$ cat config.mk
export PLATFORM = sky130hd
export DESIGN_NAME = path_oram_controller_core
export DESIGN_NICKNAME = d
export VERILOG_FILES = /design/src/rtl/pom_pkg.sv /design/src/rtl/pom_ram.sv /design/src/rtl/pom_match.sv /design/src/rtl/path_oram_controller_core.sv
export SDC_FILE = /design/constraint.sdc
export NUM_CORES = 2
export LEC_CHECK = 0
export BUFFER_PORTS_ARGS = -buffer_cell sky130_fd_sc_hd__buf_4
export CORE_MARGIN = 5
export CORE_UTILIZATION = 35
export CTS_BUF_LIST = sky130_fd_sc_hd__clkbuf_8
export CTS_CLUSTER_DIAMETER = 30
export DETAILED_ROUTE_END_ITERATION = 8
export HOLD_SLACK_MARGIN = 0.03
export PLACE_DENSITY_LB_ADDON = 0.12
export SLEW_MARGIN = 20
export SYNTH_ARGS = -nofsm -noshare
export SYNTH_HDL_FRONTEND = slang
export SYNTH_SLANG_ARGS = --single-unit
$ cat constraint.sdc
create_clock -name i_clk -period 9.75 [get_ports i_clk]
set_input_delay 0.975 -clock i_clk [delete_from_list [all_inputs] [get_ports i_clk]]
set_output_delay 0.975 -clock i_clk [all_outputs]
set_load 0.005 [all_outputs]
$ cat src/rtl/pom_pkg.sv
`default_nettype none
// ----------------------------------------------------------------------------
// Path ORAM controller package
// Shared sizes, request and result types, and tree addressing helpers.
// ----------------------------------------------------------------------------
package pom_pkg;

    localparam int LEVELS           = 4;
    localparam int SLOTS_PER_BUCKET = 4;
    localparam int BLOCK_COUNT      = 16;
    localparam int STASH_DEPTH      = 32;
    localparam int PAYLOAD_BITS     = 32;

    localparam int LEAF_W      = LEVELS - 1;
    localparam int LEAF_COUNT  = 1 << LEAF_W;
    localparam int BKT_COUNT   = (1 << LEVELS) - 1;
    localparam int SLOT_COUNT  = BKT_COUNT * SLOTS_PER_BUCKET;
    localparam int BKT_W       = LEVELS;
    localparam int LVL_W       = (LEVELS > 2) ? $clog2(LEVELS) : 1;
    localparam int SLOT_W      = (SLOTS_PER_BUCKET > 1) ? $clog2(SLOTS_PER_BUCKET) : 1;
    localparam int USED_W      = $clog2(SLOTS_PER_BUCKET + 1);
    localparam int TADDR_W     = $clog2(SLOT_COUNT);
    localparam int IDX_W       = $clog2(BLOCK_COUNT);
    localparam int STASH_AW    = $clog2(STASH_DEPTH);
    localparam int FILL_W      = STASH_AW + 1;

    typedef struct packed {
        logic        kind;
        logic [3:0]  block_index;
        logic [31:0] write_data;
        logic [2:0]  fresh_leaf;
    } t_request;

    typedef struct packed {
        logic [31:0] read_data;
        logic        found;
        logic        overflow;
    } t_result;

    typedef struct packed {
        logic [IDX_W-1:0]        idx;
        logic [PAYLOAD_BITS-1:0] data;
    } t_entry;

    // Bucket on the path to a leaf at a given level; the root is bucket 0.
    function automatic logic [BKT_W-1:0] bucket_of(input logic [LEAF_W-1:0] leaf,
                                                    input logic [LVL_W-1:0] lvl);
        logic [BKT_W-1:0] base;
        logic [BKT_W-1:0] off;
        base = BKT_W'((BKT_W'(1) << lvl) - BKT_W'(1));
        off  = BKT_W'(leaf >> (LEAF_W - int'(lvl)));
        return base + off;
    endfunction

    function automatic logic [TADDR_W-1:0] slot_addr(input logic [BKT_W-1:0] bkt,
                                                      input logic [USED_W-1:0] slot);
        return TADDR_W'(int'(bkt) * SLOTS_PER_BUCKET + int'(slot));
    endfunction

endpackage
`default_nettype wire

$ cat src/rtl/pom_ram.sv
`default_nettype none
// ----------------------------------------------------------------------------
// Generic RAM
// One write port and one read port with registered read data.
// ----------------------------------------------------------------------------
module pom_ram #(
    parameter int WIDTH = 8,
    parameter int DEPTH = 16
) (
    input  wire logic                     i_clk,
    input  wire logic                     i_we,
    input  wire logic [$clog2(DEPTH)-1:0] i_waddr,
    input  wire logic [WIDTH-1:0]         i_wdata,
    input  wire logic [$clog2(DEPTH)-1:0] i_raddr,
    output logic      [WIDTH-1:0]         o_rdata
);
    logic [WIDTH-1:0] r_mem [DEPTH];

    always_ff @(posedge i_clk) begin
        if (i_we) begin
            r_mem[i_waddr] <= i_wdata;
        end
        o_rdata <= r_mem[i_raddr];
    end
endmodule
`default_nettype wire

$ cat src/rtl/pom_match.sv
`default_nettype none
// ----------------------------------------------------------------------------
// Path match unit
// Tells whether a leaf's path passes through the old path's bucket at a level.
// ----------------------------------------------------------------------------
module pom_match (
    input  wire logic [pom_pkg::LEAF_W-1:0] i_leaf,
    input  wire logic [pom_pkg::LEAF_W-1:0] i_old_leaf,
    input  wire logic [pom_pkg::LVL_W-1:0]  i_lvl,
    output logic                            o_match
);
    // Two leaves share a bucket at a level when their top bits agree.
    always_comb begin
        o_match = ((i_leaf >> (pom_pkg::LEAF_W - int'(i_lvl))) ==
                   (i_old_leaf >> (pom_pkg::LEAF_W - int'(i_lvl))));
    end
endmodule
`default_nettype wire

$ cat src/rtl/path_oram_controller_core.sv
`default_nettype none
// ----------------------------------------------------------------------------
// Path ORAM controller core
// Sequenced tree, stash and position map with one access in flight.
// ----------------------------------------------------------------------------
// A request is taken at a clock edge where i_start is high and o_busy is low.
// It carries the access kind, the block index, write data and a fresh leaf.
// The block first remaps the index, then reads every valid slot on the old
// path (root to leaf) into the stash, serves the access by scanning the stash
// and finally evicts greedily from the leaf level to the root, scanning every
// stash entry at each level. o_busy stays high throughout the access.
// The result is shown on o_result with o_done high for exactly one cycle;
// the receiver cannot stall it. A new request may be taken in that same
// cycle. A full stash drops the block and raises the overflow flag. Reset
// clears the slot valid bits, the stash fill count and the position map
// valid bits, so the map reads as index modulo leaf count.
// ----------------------------------------------------------------------------
module path_oram_controller_core (
    input  wire logic              i_clk,
    input  wire logic              i_rst_n,
    input  wire logic              i_start,
    input  wire pom_pkg::t_request i_req,
    output logic                   o_busy,
    output logic                   o_done,
    output pom_pkg::t_result       o_result
);
    typedef enum logic [2:0] {
        S_IDLE, S_LMAP, S_PREAD, S_SERVE, S_EVICT
    } t_state;

    t_state                              r_state;
    logic [1:0]                          r_ph;
    logic                                r_kind;
    logic [pom_pkg::IDX_W-1:0]           r_idx;
    logic [pom_pkg::PAYLOAD_BITS-1:0]    r_wdata;
    logic [pom_pkg::LEAF_W-1:0]          r_new_leaf;
    logic [pom_pkg::LEAF_W-1:0]          r_old_leaf;
    logic [pom_pkg::LVL_W-1:0]           r_lvl;
    logic [pom_pkg::USED_W-1:0]          r_slot;
    logic [pom_pkg::FILL_W-1:0]          r_i;
    logic [pom_pkg::FILL_W-1:0]          r_fill;
    logic [pom_pkg::FILL_W-1:0]          r_keep;
    logic [pom_pkg::USED_W-1:0]          r_used;
    logic                                r_found;
    logic                                r_ovf;
    logic [pom_pkg::PAYLOAD_BITS-1:0]    r_rdata;
    pom_pkg::t_entry                     r_ent;
    logic [pom_pkg::SLOT_COUNT-1:0]      r_tvalid;
    logic [pom_pkg::BLOCK_COUNT-1:0]     r_lmv;
    logic [pom_pkg::IDX_W-1:0]           r_lm_a;
    logic                                r_done;
    pom_pkg::t_result                    r_result;

    // RAM controls.
    logic                                tr_we, st_we, lm_we;
    logic [pom_pkg::TADDR_W-1:0]         tr_waddr, tr_raddr;
    logic [pom_pkg::STASH_AW-1:0]        st_waddr, st_raddr;
    logic [pom_pkg::IDX_W-1:0]           lm_waddr, lm_raddr;
    pom_pkg::t_entry                     tr_wdata, tr_q, st_wdata, st_q;
    logic [pom_pkg::LEAF_W-1:0]          lm_wdata, lm_q, lm_val;
    logic                                match;
    logic [pom_pkg::BKT_W-1:0]           cur_bkt;
    logic [pom_pkg::TADDR_W-1:0]         pr_addr;
    logic                                stash_room;
    logic                                last_slot, last_lvl;

    pom_ram #(.WIDTH($bits(pom_pkg::t_entry)), .DEPTH(pom_pkg::SLOT_COUNT)) u_tree (
        .i_clk(i_clk), .i_we(tr_we), .i_waddr(tr_waddr), .i_wdata(tr_wdata),
        .i_raddr(tr_raddr), .o_rdata(tr_q)
    );

    pom_ram #(.WIDTH($bits(pom_pkg::t_entry)), .DEPTH(pom_pkg::STASH_DEPTH)) u_stash (
        .i_clk(i_clk), .i_we(st_we), .i_waddr(st_waddr), .i_wdata(st_wdata),
        .i_raddr(st_raddr), .o_rdata(st_q)
    );

    pom_ram #(.WIDTH(pom_pkg::LEAF_W), .DEPTH(pom_pkg::BLOCK_COUNT)) u_lmap (
        .i_clk(i_clk), .i_we(lm_we), .i_waddr(lm_waddr), .i_wdata(lm_wdata),
        .i_raddr(lm_raddr), .o_rdata(lm_q)
    );

    pom_match u_match (
        .i_leaf(lm_val), .i_old_leaf(r_old_leaf), .i_lvl(r_lvl), .o_match(match)
    );

    // A position map entry never written still holds its reset leaf.
    assign lm_val     = r_lmv[r_lm_a] ? lm_q : r_lm_a[pom_pkg::LEAF_W-1:0];
    assign cur_bkt    = pom_pkg::bucket_of(r_old_leaf, r_lvl);
    assign pr_addr    = pom_pkg::slot_addr(cur_bkt, r_slot);
    assign stash_room = (r_fill < pom_pkg::FILL_W'(pom_pkg::STASH_DEPTH));
    assign last_slot  = (r_slot == pom_pkg::USED_W'(pom_pkg::SLOTS_PER_BUCKET - 1));
    assign last_lvl   = (r_lvl == pom_pkg::LVL_W'(pom_pkg::LEVELS - 1));

    always_comb begin
        tr_we    = 1'b0;
        tr_waddr = pom_pkg::slot_addr(cur_bkt, r_used);
        tr_wdata = r_ent;
        tr_raddr = pr_addr;
        st_we    = 1'b0;
        st_waddr = r_fill[pom_pkg::STASH_AW-1:0];
        st_wdata = tr_q;
        st_raddr = r_i[pom_pkg::STASH_AW-1:0];
        lm_we    = 1'b0;
        lm_waddr = r_idx;
        lm_wdata = r_new_leaf;
        lm_raddr = r_idx;
        case (r_state)
            S_LMAP: begin
                lm_we = (r_ph == 2'd1);
            end
            S_PREAD: begin
                st_we = (r_ph == 2'd1) && stash_room;
            end
            S_SERVE: begin
                if (r_ph == 2'd0) begin
                    // A write that missed creates the block at the stash tail.
                    st_we    = (r_i == r_fill) && r_kind && stash_room;
                    st_wdata = '{idx: r_idx, data: r_wdata};
                end else begin
                    st_we    = (st_q.idx == r_idx) && r_kind;
                    st_waddr = r_i[pom_pkg::STASH_AW-1:0];
                    st_wdata = '{idx: r_idx, data: r_wdata};
                end
            end
            S_EVICT: begin
                lm_raddr = st_q.idx;
                if (r_ph == 2'd2) begin
                    if (match && (r_used < pom_pkg::USED_W'(pom_pkg::SLOTS_PER_BUCKET))) begin
                        tr_we = 1'b1;
                    end else begin
                        st_we    = 1'b1;
                        st_waddr = r_keep[pom_pkg::STASH_AW-1:0];
                        st_wdata = r_ent;
                    end
                end
            end
            default: begin
            end
        endcase
    end

    always_ff @(posedge i_clk) begin
        r_lm_a <= lm_raddr;
        // The result strobe follows the last eviction step of the root level.
        r_done <= i_rst_n && (r_state == S_EVICT) && (r_ph == 2'd0) &&
                  (r_i == r_fill) && (r_lvl == '0);
        if (!i_rst_n) begin
            r_state  <= S_IDLE;
            r_ph     <= 2'd0;
            r_fill   <= '0;
            r_used   <= '0;
            r_tvalid <= '0;
            r_lmv    <= '0;
        end else begin
            case (r_state)
                S_IDLE: begin
                    if (i_start) begin
                        r_kind     <= i_req.kind;
                        r_idx      <= pom_pkg::IDX_W'(i_req.block_index);
                        r_wdata    <= pom_pkg::PAYLOAD_BITS'(i_req.write_data);
                        r_new_leaf <= pom_pkg::LEAF_W'(i_req.fresh_leaf);
                        r_found    <= 1'b0;
                        r_ovf      <= 1'b0;
                        r_rdata    <= '0;
                        r_ph       <= 2'd0;
                        r_state    <= S_LMAP;
                    end
                end
                S_LMAP: begin
                    if (r_ph == 2'd0) begin
                        r_ph <= 2'd1;
                    end else begin
                        r_old_leaf   <= lm_val;
                        r_lmv[r_idx] <= 1'b1;
                        r_lvl        <= '0;
                        r_slot       <= '0;
                        r_ph         <= 2'd0;
                        r_state      <= S_PREAD;
                    end
                end
                S_PREAD: begin
                    if ((r_ph == 2'd0) && r_tvalid[pr_addr]) begin
                        r_ph <= 2'd1;
                    end else begin
                        if (r_ph == 2'd1) begin
                            r_tvalid[pr_addr] <= 1'b0;
                            if (stash_room) begin
                                r_fill <= r_fill + 1'b1;
                            end else begin
                                r_ovf <= 1'b1;
                            end
                        end
                        r_ph <= 2'd0;
                        if (last_slot) begin
                            r_slot <= '0;
                            if (last_lvl) begin
                                r_i     <= '0;
                                r_state <= S_SERVE;
                            end else begin
                                r_lvl <= r_lvl + 1'b1;
                            end
                        end else begin
                            r_slot <= r_slot + 1'b1;
                        end
                    end
                end
                S_SERVE: begin
                    if (r_ph == 2'd0) begin
                        if (r_i == r_fill) begin
                            if (r_kind) begin
                                if (stash_room) begin
                                    r_fill <= r_fill + 1'b1;
                                end else begin
                                    r_ovf <= 1'b1;
                                end
                            end
                            r_lvl   <= pom_pkg::LVL_W'(pom_pkg::LEVELS - 1);
                            r_i     <= '0;
                            r_keep  <= '0;
                            r_used  <= '0;
                            r_state <= S_EVICT;
                        end else begin
                            r_ph <= 2'd1;
                        end
                    end else begin
                        r_ph <= 2'd0;
                        if (st_q.idx == r_idx) begin
                            r_found <= 1'b1;
                            if (!r_kind) begin
                                r_rdata <= st_q.data;
                            end
                            r_lvl   <= pom_pkg::LVL_W'(pom_pkg::LEVELS - 1);
                            r_i     <= '0;
                            r_keep  <= '0;
                            r_used  <= '0;
                            r_state <= S_EVICT;
                        end else begin
                            r_i <= r_i + 1'b1;
                        end
                    end
                end
                S_EVICT: begin
                    case (r_ph)
                        2'd0: begin
                            if (r_i == r_fill) begin
                                r_fill <= r_keep;
                                r_i    <= '0;
                                r_keep <= '0;
                                r_used <= '0;
                                if (r_lvl == '0) begin
                                    r_result.read_data <= r_kind ? 32'd0 : r_rdata[31:0];
                                    r_result.found     <= r_found;
                                    r_result.overflow  <= r_ovf;
                                    r_state            <= S_IDLE;
                                end else begin
                                    r_lvl <= r_lvl - 1'b1;
                                end
                            end else begin
                                r_ph <= 2'd1;
                            end
                        end
                        2'd1: begin
                            r_ent <= st_q;
                            r_ph  <= 2'd2;
                        end
                        default: begin
                            if (tr_we) begin
                                r_tvalid[tr_waddr] <= 1'b1;
                                r_used             <= r_used + 1'b1;
                            end else begin
                                r_keep <= r_keep + 1'b1;
                            end
                            r_i  <= r_i + 1'b1;
                            r_ph <= 2'd0;
                        end
                    endcase
                end
                default: begin
                    r_state <= S_IDLE;
                end
            endcase
        end
    end

    assign o_busy   = (r_state != S_IDLE);
    assign o_done   = r_done;
    assign o_result = r_result;

    a_fill_bound: assert property (@(posedge i_clk) disable iff (!i_rst_n)
        r_fill <= pom_pkg::FILL_W'(pom_pkg::STASH_DEPTH))
        else $error("stash fill beyond depth");

    a_used_bound: assert property (@(posedge i_clk) disable iff (!i_rst_n)
        r_used <= pom_pkg::USED_W'(pom_pkg::SLOTS_PER_BUCKET))
        else $error("bucket over-filled");

    a_done_idle: assert property (@(posedge i_clk) disable iff (!i_rst_n)
        o_done |-> !o_busy)
        else $error("result strobe while busy");

    a_start_busy: assert property (@(posedge i_clk) disable iff (!i_rst_n)
        (i_start && !o_busy) |=> (o_busy && !o_done))
        else $error("request not taken");

endmodule
`default_nettype wire
==> qor.yml <==
run_status:
  run_status: "complete, no violations"
timing:
  final.setup.tns_ns: 0
  layout_min_cycle_time_ns: 6.39
  min_period_over_period: 0.655
  max_slew_margin: 0.128
  rsz_0062_raised_after_global_routing: "false"
  finClkSkew_ns: 0.117
  final_hold_viol_count: 0
  holdWs_ns: 0.208
  final-max-slew-violation-count: 0
  fmaxAchievable_mhz: 157
  worst_slew_pin_slew_ns: 1.31
  finalSetupViolCount: 0
global_routing:
  grt_usage: 0.226
  routing_usage_on_met1: 0.307
  grt.overflow.total: 0
  first_global_vias: 82000
  globalRoute.busiestLayer: "met2"
  grt_start_max_net_pins: 120
  groute.layer.met3.usage: 0.0346
  gr-usage-met2: 0.375
  grt_pass1_wl_um: 653000
  grt_antenna_before_repair: 24
die:
  dieHeight_um: 639
  ios: 79
  fp.dieArea_um2: 409000
  die_width_um: 639
  initial_core_util: 0.351
  design.core.area_um2: 395000
  core.rowCount: 231
logic_synthesis:
  avgSynthCellArea_um2: 18.1
  yosysWarnings: 0
  main_combinational_cell_family_by_area_after_synthesis: "compound AO/OA/AOI/OAI gates"
  synth_seq_area_share: 0.788
  synth_simple_gate_area_frac: 0.0296
  dominantRegCellSynth: "sky130_fd_sc_hd__edfxtp_1"
  synth.net_count: 7733
  synth.largest_area_cell: "sky130_fd_sc_hd__edfxtp_1"
  proportion_of_register_bits_with_asynchronous_set_or_reset_after_synthesis: 0
  synth_edf_count: 3524
  synth_xor_xnor_area_share: 0.00195
  ys_types: 88
  synth_area_leaders: "sky130_fd_sc_hd__edfxtp_1 76%, sky130_fd_sc_hd__mux4_2 3.2%, sky130_fd_sc_hd__a22oi_1 3.2%, sky130_fd_sc_hd__dfxtp_1 2.5%, sky130_fd_sc_hd__mux2i_1 2.1%"
  synth_cell_area_um2: 139000
  synth.most_common_cell: "sky130_fd_sc_hd__edfxtp_1"
  yosys.area_share.adder: 0.00141
  synth_compound_gate_area_share: 0.102
  yosys-top-cells-count: "3524 x sky130_fd_sc_hd__edfxtp_1, 587 x sky130_fd_sc_hd__a22oi_1, 368 x sky130_fd_sc_hd__clkbuf_1"
  synth.top_cell.area_share: 0.763
  post_synth_inst_count: 7675
  postSynthRegisterBits: 3694
  synth.area.mux_share: 0.0628
critical_path:
  r2r.worst_path.cells: 18
  cpLargestDelayFamily: "compound AO/OA/AOI/OAI gates"
  worst-path-stages: 18
  worst-path-max-fanout: 78
  critical_path.startpoint_type: "flop"
  cpMaxStageDelayCell: "sky130_fd_sc_hd__a21oi_1"
  cp_cell_sequence: "nor2b_1 > a22o_1 > inv_1 > ha_1 > inv_1 > ha_4 > buf_4 > nor2b_1 > nor2b_4 > buf_12 > buf_12 > a22o_1 > a221oi_1 > nand4_1 > o21ai_0 > nor2_1 > a21oi_1 > o21ai_0"
  path_buf_inv: 5
  cp_slowest_stage_delay_ns: 0.82
  crit_type: "reg2reg"
  cp_data_arrival_time_ns: 7.45
  timing.critical_path.to_type: "flop"
  crit_required_ns: 10.82
worst_hold_path:
  holdPathStages: 3
  hold_class: "in2reg"
power_and_ir_drop:
  pwr-share-clk: 0.426
  sequentialPowerShare: 0.415
  power.density_nw_per_um2: 267
  power_leakage_nw: 53.9
  switching_share: 0.297
  switchingPower_mw: 13.1
  p_comb_frac: 0.160
  ir_drop_uv: 267
  power_report.internal_total_mw: 31.2
clock_tree:
  cts_tree: "done"
  clock_buffers_created_by_tritoncts: 824
  h_tree_level_count: 6
  insertion_delay_ns: 1.26
  holdBufCountCts: 40
  clock_pin_slew_worst_setup_and_hold_paths_ns: 0.06
  post_cts_buffers: 0
  clk_sink_count: 3694
  cts_root_buffer: "sky130_fd_sc_hd__clkbuf_8"
  ctsLongestPathBuffers: 4
  post_cts_resize_count: 0
placement:
  post_detailed_placement_cell_area_um2: 147000
  port-buffer-count: 78
  globalplace.congestion: 0.794
  detailedPlacementHpwl_um: 251000
detailed_routing:
  detail_route.first_pass.iterations: 6
  post_drt_via_cell_ratio: 5.58
  wl_um: 475000
  routed-via-count: 80400
  routedWlPerCell_um: 33.0
  drc_errors: 0
  dr.first_iter.drc_count: 8054
  antenna_violating_nets_post_route: 0
cells_and_area:
  layout.nets: 8490
  post_route_cells_drive_above_1_share: 0.232
  finish.instance_area_um2: 166000
  flow.area_growth_from_synthesis_pct: 19.8
  fillers: 35400
job:
  cap_viol_max_count: 0
==> state kept, by name (all words and copies together), names as in the netlist, 34 cells and up <==
name             count
r_tvalid            60
r_ent               36
u_lmap.r_mem        48
u_tree.o_rdata      36
o_result            34
u_stash.o_rdata     36
u_tree.r_mem      2160
u_stash.r_mem     1152
==> layout by cell type, fill, tap and decap left out, types with 132 or more instances in the layout <==
| master | synthesis | final |
|---|---|---|
| sky130_fd_sc_hd__o21ai_0 | 192 | 191 |
| sky130_fd_sc_hd__a221oi_1 | 190 | 190 |
| sky130_fd_sc_hd__buf_4 | 4 | 350 |
| sky130_fd_sc_hd__clkinv_1 | 1 | 132 |
| sky130_fd_sc_hd__clkinv_2 | 0 | 141 |
| sky130_fd_sc_hd__edfxtp_1 | 3524 | 3524 |
| sky130_fd_sc_hd__mux2i_1 | 287 | 285 |
| sky130_fd_sc_hd__inv_1 | 29 | 194 |
| sky130_fd_sc_hd__dfxtp_1 | 170 | 170 |
| sky130_fd_sc_hd__mux4_2 | 199 | 199 |
| sky130_fd_sc_hd__clkbuf_8 | 1 | 856 |
| sky130_fd_sc_hd__nand2_1 | 339 | 322 |
| sky130_fd_sc_hd__a22oi_1 | 587 | 587 |
| sky130_fd_sc_hd__a22o_1 | 194 | 194 |
| sky130_fd_sc_hd__a21oi_1 | 234 | 232 |
| sky130_fd_sc_hd__a31oi_1 | 163 | 163 |
==> layout make-up <==
| type | count | area, um^2 | area share |
|---|---|---|---|
| Inverter | 31 | 119 | 0.000716 |
| Timing Repair Buffer | 408 | 3390 | 0.0204 |
| Multi-Input combinational cell | 3473 | 28400 | 0.171 |
| Sequential cell | 3694 | 109000 | 0.658 |
| Clock inverter | 687 | 6580 | 0.0396 |
| Tap cell | 5242 | 6560 | 0.0395 |
| Clock buffer | 856 | 11800 | 0.0709 |
| Antenna cell | 16 | 40.0 | 0.000241 |
==> worst min-delay path, cell delays in order <==
cell	delay [ns]
sky130_fd_sc_hd__buf_4	0.21
sky130_fd_sc_hd__nand2_1	0.10
sky130_fd_sc_hd__o22ai_1	0.06
==> power groups by stage <==
stage	sequential, mW	clock, mW	combinational [mW]
after floorplan	18.5	0	3.25
after global placement	18.7	0	6.87
after detailed placement	18.7	0	6.99
after CTS	18.4	19.2	7.03
after global routing	18.4	20.0	7.36
final	18.4	18.9	7.07
==> per-stage QoR <==
stage	instances	setup slack, ns	util	power, mW
after floorplan	7675	3.13	-	21.7
after global placement	12800	2.79	0.372	25.6
after detailed placement	12800	3.39	0.372	25.7
after CTS	14400	3.41	0.420	44.6
after global routing	14400	3.12	0.420	45.8
final	14400	3.36	0.420	44.3
==> path summary, 6_finish.rpt <==
check	slack, ns	from	endpoint
max reg2reg	3.36	r_lvl[0]$_DFFE_PP_	u_tree.o_rdata[27]$_DFF_P_
min reg2reg	0.42	u_stash.o_rdata[26]$_DFF_P_	r_ent[26]$_DFFE_PP_
min	0.21	i_rst_n	r_ph[1]$_SDFFE_PN0P_
max	3.36	r_lvl[0]$_DFFE_PP_	u_tree.o_rdata[27]$_DFF_P_
==> kinds of logic (layout without fill, tap and decap cells) <==
kind of cell               count (synthesis)  after routing
and+or+nand+nor                          863            863
xor gates and xnor gates                  30             30
buffers and inverters                    508           1982
AOI/OAI and AO/OA                       1959           1959
other                                      0             16
DFF                                     3694           3694
muxes                                    606            606
adders and majority gates                 15             15
==> routing by layer <==
metal | part of all wire | vias up | wire length, um
met2 | 0.49 | 3049 | 231000
met5 | 0.000027 | - | 13
met4 | 0.028 | 2 | 13400
met3 | 0.059 | 657 | 27800
met1 | 0.43 | 43100 | 203000
li1 | - | 33600 | -
(Power assumes the default switching activity.)
